$ cat src/hdl/vfr_pkg.sv
// ---------------------------------------------------------------------------
// vfr_pkg: shared types and constants
// Field widths, register reset values, register indexes and class codes.
// ---------------------------------------------------------------------------
`default_nettype none

package vfr_pkg;

  localparam int H_W      = 13;
  localparam int V_W      = 11;
  localparam int X_W      = 12;
  localparam int REF_W    = 27;
  localparam int CLK_W    = 32;
  localparam int RATE_W   = 8;
  localparam int SHIFT    = 11;
  localparam int CFG_W    = 32;
  localparam int CFG_IDX_W = 2;

  localparam logic [REF_W-1:0]  REF_CLOCK_RESET    = REF_W'(28322000);
  localparam logic [CLK_W-1:0]  HD_THRESHOLD_RESET = CLK_W'(74363406);
  localparam logic [RATE_W-1:0] RATE_BIAS          = RATE_W'(3);

  typedef enum logic [CFG_IDX_W-1:0] {
    REG_REF_CLOCK    = 2'd0,
    REG_HD_THRESHOLD = 2'd1
  } reg_index_t;

  localparam logic CLASS_HD = 1'b0;
  localparam logic CLASS_SD = 1'b1;

endpackage

`default_nettype wire

$ cat src/hdl/vfr_finish.sv
// ---------------------------------------------------------------------------
// vfr_finish: result stage
// Add the rate bias, zero values on error, classify, and register the result.
// ---------------------------------------------------------------------------
`default_nettype none

module vfr_finish (
  input  wire logic                       clk,
  input  wire logic                       rst,
  input  wire logic                       adv,
  input  wire logic                       in_vld,
  input  wire logic                       err,
  input  wire logic [vfr_pkg::CLK_W-1:0]  rate_quo,
  input  wire logic [vfr_pkg::CLK_W-1:0]  pclk,
  input  wire logic [vfr_pkg::CLK_W-1:0]  threshold,
  output logic                            valid,
  output logic [vfr_pkg::RATE_W-1:0]      field_rate_hz,
  output logic                            clock_class,
  output logic [vfr_pkg::CLK_W-1:0]       pixel_clock_hz,
  output logic                            divide_error
);
  import vfr_pkg::*;

  logic [RATE_W-1:0] rate_next;
  logic [CLK_W-1:0]  pclk_next;

  assign rate_next = err ? '0 : rate_quo[RATE_W-1:0] + RATE_BIAS;
  assign pclk_next = err ? '0 : pclk;

  always_ff @(posedge clk) begin
    if (rst) begin
      valid <= 1'b0;
    end else if (adv) begin
      valid <= in_vld;
    end
  end

  always_ff @(posedge clk) begin
    if (adv) begin
      field_rate_hz  <= rate_next;
      pixel_clock_hz <= pclk_next;
      clock_class    <= (pclk_next > threshold) ? CLASS_HD : CLASS_SD;
      divide_error   <= err;
    end
  end

endmodule

`default_nettype wire

$ cat config.mk
export PLATFORM = sky130hd
export DESIGN_NAME = vfr_finish
export DESIGN_NICKNAME = d
export VERILOG_FILES = /design/src/hdl/vfr_pkg.sv /design/src/hdl/vfr_finish.sv
export SDC_FILE = /design/constraint.sdc
export NUM_CORES = 1
export LEC_CHECK = 0
export BUFFER_PORTS_ARGS = -buffer_cell sky130_fd_sc_hd__buf_2
export CAP_MARGIN = 20
export CORE_ASPECT_RATIO = 1.75
export CORE_UTILIZATION = 25
export CTS_CLUSTER_DIAMETER = 120
export DETAILED_ROUTE_END_ITERATION = 8
export PLACE_DENSITY = 0.52
export SLEW_MARGIN = 30
export SYNTH_ARGS = -nofsm -noshare
export SYNTH_HDL_FRONTEND = slang
export SYNTH_SLANG_ARGS = --single-unit
export TNS_END_PERCENT = 1
$ cat constraint.sdc
create_clock -name clk -period 5.93 [get_ports clk]
set_input_delay 1.186 -clock clk [delete_from_list [all_inputs] [get_ports clk]]
set_output_delay 1.186 -clock clk [all_outputs]
set_load 0.05 [all_outputs]
Yosys cells after proc, flatten, opt, wreduce, memory -nomap -nowiden

Index checks and enable logic that the tools add are counted.

Input port bits: 101
Bits in read-only memories: 0
RAM bits: 0
Memories kept: 0
Output and inout bits: 43
Flip-flop bits (word level): 43
Bits in latches: 0

Equality and inequality tests: 0
Order comparisons: 1
Add/sub/neg operators: 1
Shift-type cells: 0
Bitwise operators: 0
Muxes and demuxes: 2
Divide/modulo/power cells: 0
Reduce and logical (&&, ||, !) cells: 0
$mul: 0

Operators with widths:

| kind                                                          | number |
|---|---|
| 32-bit greater-than comparator                                | 1 |
| 32-bit 2-to-1 mux                                             | 1 |
| 8-bit by 2-bit adder with 8-bit output, second input constant | 1 |
| 1-bit 2-to-1 mux                                              | 1 |

Logic depth before layout (Yosys ltp)

Depth after elaboration: 3
Gate-level depth with buffers: 8
Mapped depth without buffers: 7

Worst setup path before layout

OpenSTA, ideal clock, no wires.

Path type: input -> register
Start: input port err
End: register clock_class (data pin)
Path slack: 2992 ps
Stages: 8
Required time: 5669 ps
Arrival: 2678 ps
Path through: buf_1 nor2b_1 ha_1 nor2b_1 o211ai_1 a2111o_1 a311oi_1 nor2_1

Longest elaborated chain between the ends: 3

RTL lines:

| element                        | RTL line         | RTL |
|---|---|---|
| start, declared                | vfr_finish.sv:12 | `input wire logic err,` |
| 32-bit 2-to-1 mux              | vfr_finish.sv:28 | `assign pclk_next = err ? '0 : pclk;` |
| via pclk_next[1]               | vfr_finish.sv:25 | `logic [CLK_W-1:0] pclk_next;` |
| 32-bit greater-than comparator | vfr_finish.sv:42 | `clock_class <= (pclk_next > threshold) ? CLASS_HD : CLASS_SD;` |
| 1-bit 2-to-1 mux               | vfr_finish.sv:42 |  |
| end signal, assigned           | vfr_finish.sv:42 |  |
| end, declared                  | vfr_finish.sv:18 | `output logic clock_class,` |

The timed path passes the listed nets, and every way through them passes these cells.
A chain may end at the register's enable or synchronous reset.

Final worst setup path

Same ends and word-level chain as after synthesis.

==> key figures <==
Status
  – Outcome: complete, no violations

Global route
  – Antenna violations before repair: 0
  – Largest net degree at the start of global routing: 44
  – Global-route wire length before repair: 9750 µm
  – GR Util All Layers: 0.121
  – GRT Residual Overflow: 0
  – Vias in the first global route: 2,111

STA
  – Slew Limit Fails: 0
  – Max-slew headroom: 0.464
  – Final Hold Vio Count: 0
  – RSZ-0062 raised after global routing: false
  – Fmax achieved: 299 MHz
  – Finish-stage setup viols: 0
  – Worst-Margin Slew: 804 ps
  – Clock Skews: 0 ps
  – Setup TNS: 0 ps
  – Fin crit share: 0.563
  – Crit path time final: 3340 ps

Synth
  – Most instantiated cells after synthesis: 42 x edfxtp_1, 35 x inv_1, 34 x nor2b_1
  – Post-synth EDFFs: 42
  – Yosys top cell area share: 0.510
  – Most used DFF post-synth: edfxtp_1
  – Top post-synthesis cells by area: edfxtp_1 51%, ha_1 17%, nor2b_1 8.6%, inv_1 5.3%, a21oi_1 2.4%
  – Synth async-reset ratio: 0
  – Yosys warnings: 0
  – Post-synth cell types: 31
  – Post-synthesis sequential area ratio: 0.518
  – Most frequent cell after synthesis: edfxtp_1
  – Post-Synthesis Cells: 220
  – Syn Nets: 354
  – Yosys reg bits: 43
  – Syn avg cell area: 11.2 µm²
  – Cell taking the most area after synthesis: edfxtp_1
  – Synth Cell Area: 2470 µm²

Critical path
  – Worst R2R Path Depth: 2
  – RR Endpoint: valid
  – Worst endpoint required time: 6080 ps
  – Setup CP Type: in -> reg
  – Reg2reg start: valid
  – CP Launch Type: input pin
  – Crit-path most repeated cell: nor2_1
  – Delay of the slowest critical-path stage: 610 ps
  – Crit Path Max Fanout: 41
  – Setup crit end kind: flip-flop
  – Reg2Reg Setup Slack: 5340 ps
  – CP max stage cell: buf_2
  – Crit path cell chain: buf_2, nor2b_1, ha_1, nand4_1, or4_4, nor2_1, o22ai_1, nor2_1
  – Arr. time, crit path: 3490 ps

Drt
  – DR WL/cell: 13.0 µm
  – Total number of vias: 2,000
  – Post-DR vias/cell: 4.30
  – Final ANT Viol Nets: 0
  – Drt first-iter violations: 73
  – DR pass1 iterations: 4
  – DR DRC count: 0
  – WL final: 6040 µm

Flow run
  – Max Cap Viol: 0

Final layout
  – Fillers: 1,019
  – Layout cells sized above 1: 0.379
  – # diodes: 0
  – Fin cells: 465
  – Nets: 476
  – Design area: 3400 µm²
  – Utilization after layout: 0.357
  – Area Overhead vs Synth: 37.5%

CTS
  – H-tree depth: 2
  – Max clock buf depth: 2
  – # Post-CTS Setup Buffers: 0
  – Clock Sinks: 43
  – Post-cts hold buffer count: 0
  – Post-CTS sizing: 0
  – Number of buffers created by CTS: 5
  – Clock latency on the worst-skew pair: 290 ps
  – CTS clk-pin slew, worst paths: 70 ps
  – Clock Tree Root: clkbuf_16
  – CTS tree: yes

Placed design
  – Post-DP Area: 3210 µm²
  – Placer congestion estimate: 0.738
  – Placed insts: 457
  – DP Wirelength: 4740 µm
  – # port buffers: 119

Power
  – Peak supply drop: 0.112 mV
  – Leakage: 1.64 nW
  – Pwr dens: 276 nW/µm²

Floorplanning
  – Core area: 9530 µm²
  – Initial Utilization: 0.260
  – Num ports: 144
  – Die width: 77.2 µm
  – Die ar.: 10,300 µm²
  – Die Span Y: 134 µm
  – Placement Rows: 47

Min path
  – Hold path endpoint: valid
  – Hold Crit Start: valid
  – Hold depth: 2
  – Hold Crit Class: reg -> reg
-- stage by stage --
| stage | worst slack, ps | hold slack [ps] | power (mW) |
|---|---|---|---|
| global route | 2440 | 561 | 0.977 |
| detailed placement | 2260 | 486 | 0.583 |
| finish | 2590 | 493 | 0.937 |
| global placement | 2250 | 470 | 0.582 |
| CTS | 2550 | 503 | 0.953 |
| floorplan | 2990 | 733 | 0.515 |
-- per-layer routing --
metal / global-route usage / vias up / part of all wire
met5: 0 / - / 0
met4: 0.0639 / 0 / 0.024
met3: 0.0253 / 8 / 0.053
met2: 0.224 / 71 / 0.53
met1: 0.126 / 912 / 0.39
li1: - / 1009 / -
-- layout make-up --
cell class	count	area, µm²	area share
Sequential cell	43	1280	0.377
Multi-Input combinational cell	138	1050	0.307
Timing Repair Buffer	119	598	0.176
Tap cell	122	153	0.0449
Inverter	35	131	0.0386
Clock buffer	5	125	0.0368
Clock inverter	3	67.6	0.0199
-- worst max-delay path by stage --
stage	startpoint	to	slack (ps)	cells past startpoint
after floorplan	err	clock_class	2990	8
after global placement	err	clock_class	2250	8
after CTS	err	clock_class	2550	8
after global routing	err	clock_class	2440	8
after detailed placement	err	clock_class	2260	8
final	err	clock_class	2590	8
-- registers in the layout (all words and copies together), names as in the netlist --
register,count
clock_class,1
valid,1
divide_error,1
field_rate_hz,8
pixel_clock_hz,32
-- power breakdown --
| part | switching, mW | internal [mW] |
|---|---|---|
| registers | 0.00534 | 0.361 |
| clock network | 0.121 | 0.241 |
| logic | 0.146 | 0.0625 |
| total | 0.273 | 0.665 |
-- cells in the final DEF (no fill, tap or decap), drive strengths merged, types with 2 or more instances in the layout --
cell type and instances:
a21oi 12, o21ai 5, a221oi 3, nand4 6
nand3 5, inv 35, buf 119, and4 2
nor2b 34, ha 33, nor2 12, xor2 4
edfxtp 42, bufinv 2, nand2b 2, nand2 9
clkbuf 5
-- worst max-delay path, delay by kind of cell --
family                     cells  cell delay [ps]
and+or+nand+nor                5             1210
adders and majority gates      1              340
AOI/OAI and AO/OA              1              120
buffers and inverters          1              610
-- cells by family after synthesis --
group | after synthesis | synth area share
xor+xnor | 5 | 0.0177
mux | 1 | 0.00405
compound gates | 25 | 0.0617
flops | 43 | 0.518
buf+inv | 39 | 0.0592
simple gates | 74 | 0.172
fa+ha+maj | 33 | 0.167
Power figures use the tool's default switching activity.
