**src/hdl/vfr_div_pipe.sv**
```systemverilog
// ---------------------------------------------------------------------------
// vfr_div_pipe: pipelined restoring divider
// One quotient bit per register stage, sideband carried alongside.
// ---------------------------------------------------------------------------
`default_nettype none

module vfr_div_pipe #(
  parameter int NW = 27,
  parameter int DW = 13,
  parameter int SW = 1
) (
  input  wire logic          clk,
  input  wire logic          rst,
  input  wire logic          adv,
  input  wire logic          in_vld,
  input  wire logic [NW-1:0] num,
  input  wire logic [DW-1:0] den,
  input  wire logic [SW-1:0] sb_in,
  output logic               out_vld,
  output logic [NW-1:0]      quo,
  output logic [SW-1:0]      sb_out
);

  logic          vld_s [0:NW];
  logic [NW-1:0] num_s [0:NW];
  logic [DW-1:0] den_s [0:NW];
  logic [DW-1:0] rem_s [0:NW];
  logic [NW-1:0] quo_s [0:NW];
  logic [SW-1:0] sb_s  [0:NW];

  assign vld_s[0] = in_vld;
  assign num_s[0] = num;
  assign den_s[0] = den;
  assign rem_s[0] = '0;
  assign quo_s[0] = '0;
  assign sb_s[0]  = sb_in;

  for (genvar i = 0; i < NW; i++) begin : g_stage
    logic [DW:0]   partial;
    logic [DW:0]   diff;
    logic          ge;

    assign partial = {rem_s[i], num_s[i][NW-1]};
    assign ge      = partial >= {1'b0, den_s[i]};
    assign diff    = partial - {1'b0, den_s[i]};

    always_ff @(posedge clk) begin
      if (rst) begin
        vld_s[i+1] <= 1'b0;
      end else if (adv) begin
        vld_s[i+1] <= vld_s[i];
      end
    end

    always_ff @(posedge clk) begin
      if (adv) begin
        num_s[i+1] <= {num_s[i][NW-2:0], 1'b0};
        den_s[i+1] <= den_s[i];
        rem_s[i+1] <= ge ? diff[DW-1:0] : partial[DW-1:0];
        quo_s[i+1] <= {quo_s[i][NW-2:0], ge};
        sb_s[i+1]  <= sb_s[i];
      end
    end
  end

  assign out_vld = vld_s[NW];
  assign quo     = quo_s[NW];
  assign sb_out  = sb_s[NW];

endmodule

`default_nettype wire

```
**config.mk**
```make
export PLATFORM = sky130hd
export DESIGN_NAME = vfr_div_pipe
export DESIGN_NICKNAME = d
export VERILOG_FILES = /design/src/hdl/vfr_div_pipe.sv
export SDC_FILE = /design/constraint.sdc
export NUM_CORES = 2
export LEC_CHECK = 0
export BUFFER_PORTS_ARGS = -buffer_cell sky130_fd_sc_hd__buf_4
export CORE_MARGIN = 5
export CORE_UTILIZATION = 26
export CTS_CLUSTER_DIAMETER = 150
export DETAILED_ROUTE_END_ITERATION = 10
export GPL_TIMING_DRIVEN = 0
export SYNTH_ARGS = -nofsm -noshare
export SYNTH_HDL_FRONTEND = slang
export SYNTH_SLANG_ARGS = --single-unit
```
**constraint.sdc**
```tcl
create_clock -name clk -period 2.7 [get_ports clk]
set_clock_uncertainty 0.1 [all_clocks]
set_input_delay 0.405 -clock clk [delete_from_list [all_inputs] [get_ports clk]]
set_output_delay 0.405 -clock clk [all_outputs]
set_load 0.05 [all_outputs]
```
# Word-level counts from Yosys, hierarchy flattened
# Index checks and enable logic that the tools add are counted.
[word_totals]
output_inout_bits = 29
regBits = 1459
word_cells = 239
inputBits = 45
[op_classes]
n_mux = 26
add_sub_neg = 26
n_lt_le_gt_ge = 27
[ops]
columns = ["cell", "n"]
rows = [
  ["14-bit by 13-bit >= comparator with 1-bit output", 26],
  ["13-bit two-way mux", 25],
  ["13-bit subtractor", 25],
  ["1-bit by 13-bit >= comparator with 1-bit output", 1],
  ["1-bit by 13-bit subtractor with 13-bit output", 1],
  ["1-bit two-way mux", 1],
]

# Depth between registers and ports, before layout
[logic_depth]
ltp_word = 2
ltp_mapped = 11
mapped_depth_nobuf = 10

# Worst setup path after synthesis
# No wires, ideal clock.
[synth_path]
kind = "register -> register"
start = "register rem_s (netlist bit g_stage[2].partial[2])"
end = "register rem_s (netlist bit g_stage[3].partial[12]) (data pin)"
setup_time_ns = 0.260
setup_slack_ns = -0.143
n_path_buf = 1
stages_incl_launch_ff = 10
period_less_slack_ns = 2.843
arrival_ns = 2.483
required_time_ns = 2.340
path_cell_list = "edfxtp_1 -> ha_1 -> nor2b_1 -> o21ai_1 -> a21oi_1 -> a211oi_2 -> o211ai_1 -> a311oi_4 -> buf_6 -> mux2_2"
[synth_via]
elab_chain_cells = 2
elab_cells_between_ends = 3
cone_classes = "add/sub (1); order compare (1); mux (1)"
[synth_lines]
columns = ["item", "line_no", "rtl"]
rows = [
  ["start, declared", "27", "logic [DW-1:0] rem_s [0:NW];"],
  ["start signal, assigned by index", "59", "rem_s[i+1] <= ge ? diff[DW-1:0] : partial[DW-1:0];"],
  ["13-bit subtractor / 14-bit by 13-bit >= comparator with 1-bit output (equally long branches)", "45, 44", ""],
  ["13-bit two-way mux *", "59", ""],
]
# Every way passes the cells marked *; elsewhere a longest branch is shown, timed or not.
# A chain may end at the register's enable or synchronous reset.

# Final worst setup path
[layout_path]
start = "register rem_s (netlist bit g_stage[20].partial[1])"
end = "register rem_s (netlist bit g_stage[21].partial[12]) (data pin)"
# Same word-level chain as after synthesis.

==> impl_metrics.toml <==
[worst_setup_path]
rr_worst_depth = 8
cp-start-kind = "register"
path_depth = 8
crit_required_ps = 3130
cp_num_buf_inv = 0
rr_endpoint = "g_stage[21].partial[12]$_DFFE_PP_"
rrSetupSlack_ps = -280
path_delay_family = "compound AO/OA/AOI/OAI gates"
crit_arrival_ps = 3420
setup.worst_path.end = "g_stage[21].partial[12]$_DFFE_PP_"
slowest_stage = "or4b_1"
cpPeakStageDelay_ps = 500
crit_chain = "ha_1 > nor2b_1 > o31a_1 > or4b_1 > a221o_1 > o31ai_2 > xnor2_1 > mux2_2"
startpoint = "g_stage[20].partial[1]$_DFFE_PP_"
rr_startpoint = "g_stage[20].partial[1]$_DFFE_PP_"
critPathKind = "register to register"
endpoint_kind = "register"
crit_fanout = 3

[detailed_routing]
routed_wl_mm = 118.4
ant_nets = 0
drt_pass1_iterations = 5
drc = 0
wl_per_cell_um = 14.02
dr_total_vias = 36140
viasPerCell = 4.277
drtIter0Drc = 2243

[die]
row_count = 183
start_util_pct = 26.08
dieArea_um2 = 259000
fp.dieW_um = 509.0
die_h_um = 509.0
io_pins = 74
core_um2 = 248200

[finish]
mostFrequentLayoutCells = "edfxtp_1, inv_1, buf_4, ha_1, mux2_4"
final_nets = 5385
design_area_um2 = 81650
drive_gt1_share_pct = 26.39
final_common_cell = "edfxtp_1"
areaGrowthSynthToFinish_pct = 26.15
nFillCells = 23980

[clock_network]
cts_max_level = 4
cts.sinks = 1459
cts_buffers = 172
clock_latency_ps = 810
cts.path.max_buffers = 3
clk_pin_slew_ps = 60
cts_tree = "yes"
cts_root_buffer = "clkbuf_16"

[run]
cap_violations = 0

[timing]
holdWs_ps = 195.0
fin_crit_ps = 2981
maxSlewHeadroom_pct = 30.89
finalCritPeriodShare_pct = 110.4
maxSlewViolCount = 0
fin_tns_setup_ps = -14740
rsz0062_at_grt = "yes"
setup_viol = 187
setup_slack_ps = -281.1
tightest_slew_ps = 1037
hold_viol = 0
clock.fmax_mhz = 335.4

[place]
gp_congestion = 0.8563
place.detailed.hpwl_mm = 71.65
place_area_um2 = 69980
portBuffers = 72

[yosys]
syn_area_per_cell_um2 = 14.95
synth_area_um2 = 64730
synth-edff-count = 1432
ys_warn_count = 0
ys.flop_type = "edfxtp_1"
ys_async_sr_fraction_pct = 0
syn_nets = 4741
ys_types = 71
ys_seq_elements = 1459
synth_seq_area_share_pct = 67.27
syn-instance-count = 4331

[global_route]
grt_pass1_wl_mm = 189.5
antenna_found_initial = 2
grt_max_degree = 181
grt_pass1_vias = 37750
grt-ovfl-total = 0
track_usage_pct = 8.813

[power_and_ir_drop]
peakVddDrop_uv = 555.2
pwr_density_cell_nw_per_um2 = 1099
p_leak_nw = 31.15

[status]
violations = "setup timing"
status = "finished with violations"

[min_path]
hold_path_class = "input pin to register"
## sequential cells by signal (all words and copies together), names as in the netlist
signal / count
quo: 27
g_stage.partial: 364
out_vld: 1
sb_out: 1
num_s: 325
quo_s: 351
den_s: 338
sb_s: 26
vld_s: 26
## through the flow
step	power (mW)	worst slack (ps)	std cells	utilization, %
floorplan	52.48	-56.32	4331	-
global placement	58.43	-12310	7733	28.10
detailed placement	58.64	-744.2	7741	28.20
CTS	88.64	-339.0	8374	32.31
finish	89.70	-281.1	8450	32.90
global route	95.06	-389.8	8450	32.90
## per-layer routing
layer	part of all wire (%)	global-route usage, %	up-vias
li1	-	-	17610
met1	40	9.776	17570
met2	51	15.91	615
met3	3.8	1.888	350
met4	4.6	4.405	0
met5	0	0	-
## power breakdown
group / internal (mW) / switching, mW / total, mW
Sequential: 30.4 / 1.89 / 32.3
Clock: 13.0 / 9.53 / 22.6
Combinational: 18.9 / 16.0 / 34.9
## worst min-delay path by stage
stage                              start  depth (start not counted)                          endpoint
CTS                              num[24]                          2              num_s[727]$_DFFE_PP_
floorplan           num_s[511]$_DFFE_PP_                          0  g_stage[10].partial[0]$_DFFE_PP_
detailed placement  num_s[295]$_DFFE_PP_                          0  g_stage[18].partial[0]$_DFFE_PP_
global placement    num_s[444]$_DFFE_PP_                          0              num_s[418]$_DFFE_PP_
global route                     num[17]                          2              num_s[720]$_DFFE_PP_
finish                           num[25]                          2   g_stage[1].partial[0]$_DFFE_PP_
## cells in the mapped netlist (17+ instances only)
master / instances / area share, %
edfxtp_1: 1432 / 66
inv_1: 440 / 2.6
ha_1: 340 / 6.6
nor2_1: 202 / 1.2
mux2_2: 196 / 3.4
a21oi_1: 169 / 1.3
nand2_1: 125 / 0.72
o21ai_0: 119 / 0.92
xnor2_1: 104 / 1.4
mux2i_1: 94 / 1.5
xor2_1: 92 / 1.2
nor3_1: 91 / 0.70
o21a_1: 90 / 1.0
a21o_1: 87 / 1.0
mux2_1: 61 / 1.1
nor2b_1: 56 / 0.54
a211oi_1: 39 / 0.45
o211ai_1: 39 / 0.45
nand4_1: 37 / 0.36
a21boi_0: 31 / 0.36
buf_4: 31 / 0.36
nand3_1: 31 / 0.24
dfxtp_1: 27 / 0.84
o21ai_1: 27 / 0.21
o31a_1: 27 / 0.37
fa_1: 25 / 0.77
clkbuf_1: 24 / 0.14
and3_1: 23 / 0.22
nand2b_1: 21 / 0.20
o31ai_1: 19 / 0.22
or3_1: 17 / 0.16
## repair_timing
action                                  in CTS  in global routing
buffers inserted                           266                 99
pin swaps                                  141                147
endpoints found under the hold margin       64                  0
endpoints found under the setup margin     350                582
gates resized for setup                    523                236
hold buffers                                46                  0
cloned                                      13                  3
## cell type report
cell class                 instances  area [µm²]  share of cell area, %
antenna                            1       2.502               0.003065
buffer                            64       613.1                 0.7508
clock buffer                     210        4572                  5.599
clock inverter                   108        1045                  1.279
inverter                         440        1657                  2.029
multi-input combinational       2356       21620                  26.48
sequential                      1459       43540                  53.32
tap                             3330        4167                  5.103
timing repair buffer             482        4433                  5.429
## cells by family (layout without fill, tap and decap cells)
logic type,count (synthesis),after routing,synth area share [%]
AOI/OAI and AO/OA,777,777,8.488
xor gates and xnor gates,196,196,2.652
adders and majority gates,365,365,7.346
buffers and inverters,516,1304,3.278
DFF,1459,1459,67.27
muxes,351,351,5.925
other,0,1,0
and+or+nand+nor,667,667,5.041
## worst reg2reg max path, delay by kind of cell, from the launching register on
| family | cells | cell delay (ps) |
|---|---|---|
| compound gates | 3 | 880 |
| xor+xnor | 1 | 90 |
| flops | 1 | 400 |
| mux | 1 | 260 |
| fa+ha+maj | 1 | 320 |
| simple gates | 2 | 670 |
No activity file was read; power rests on OpenSTA's default activity.
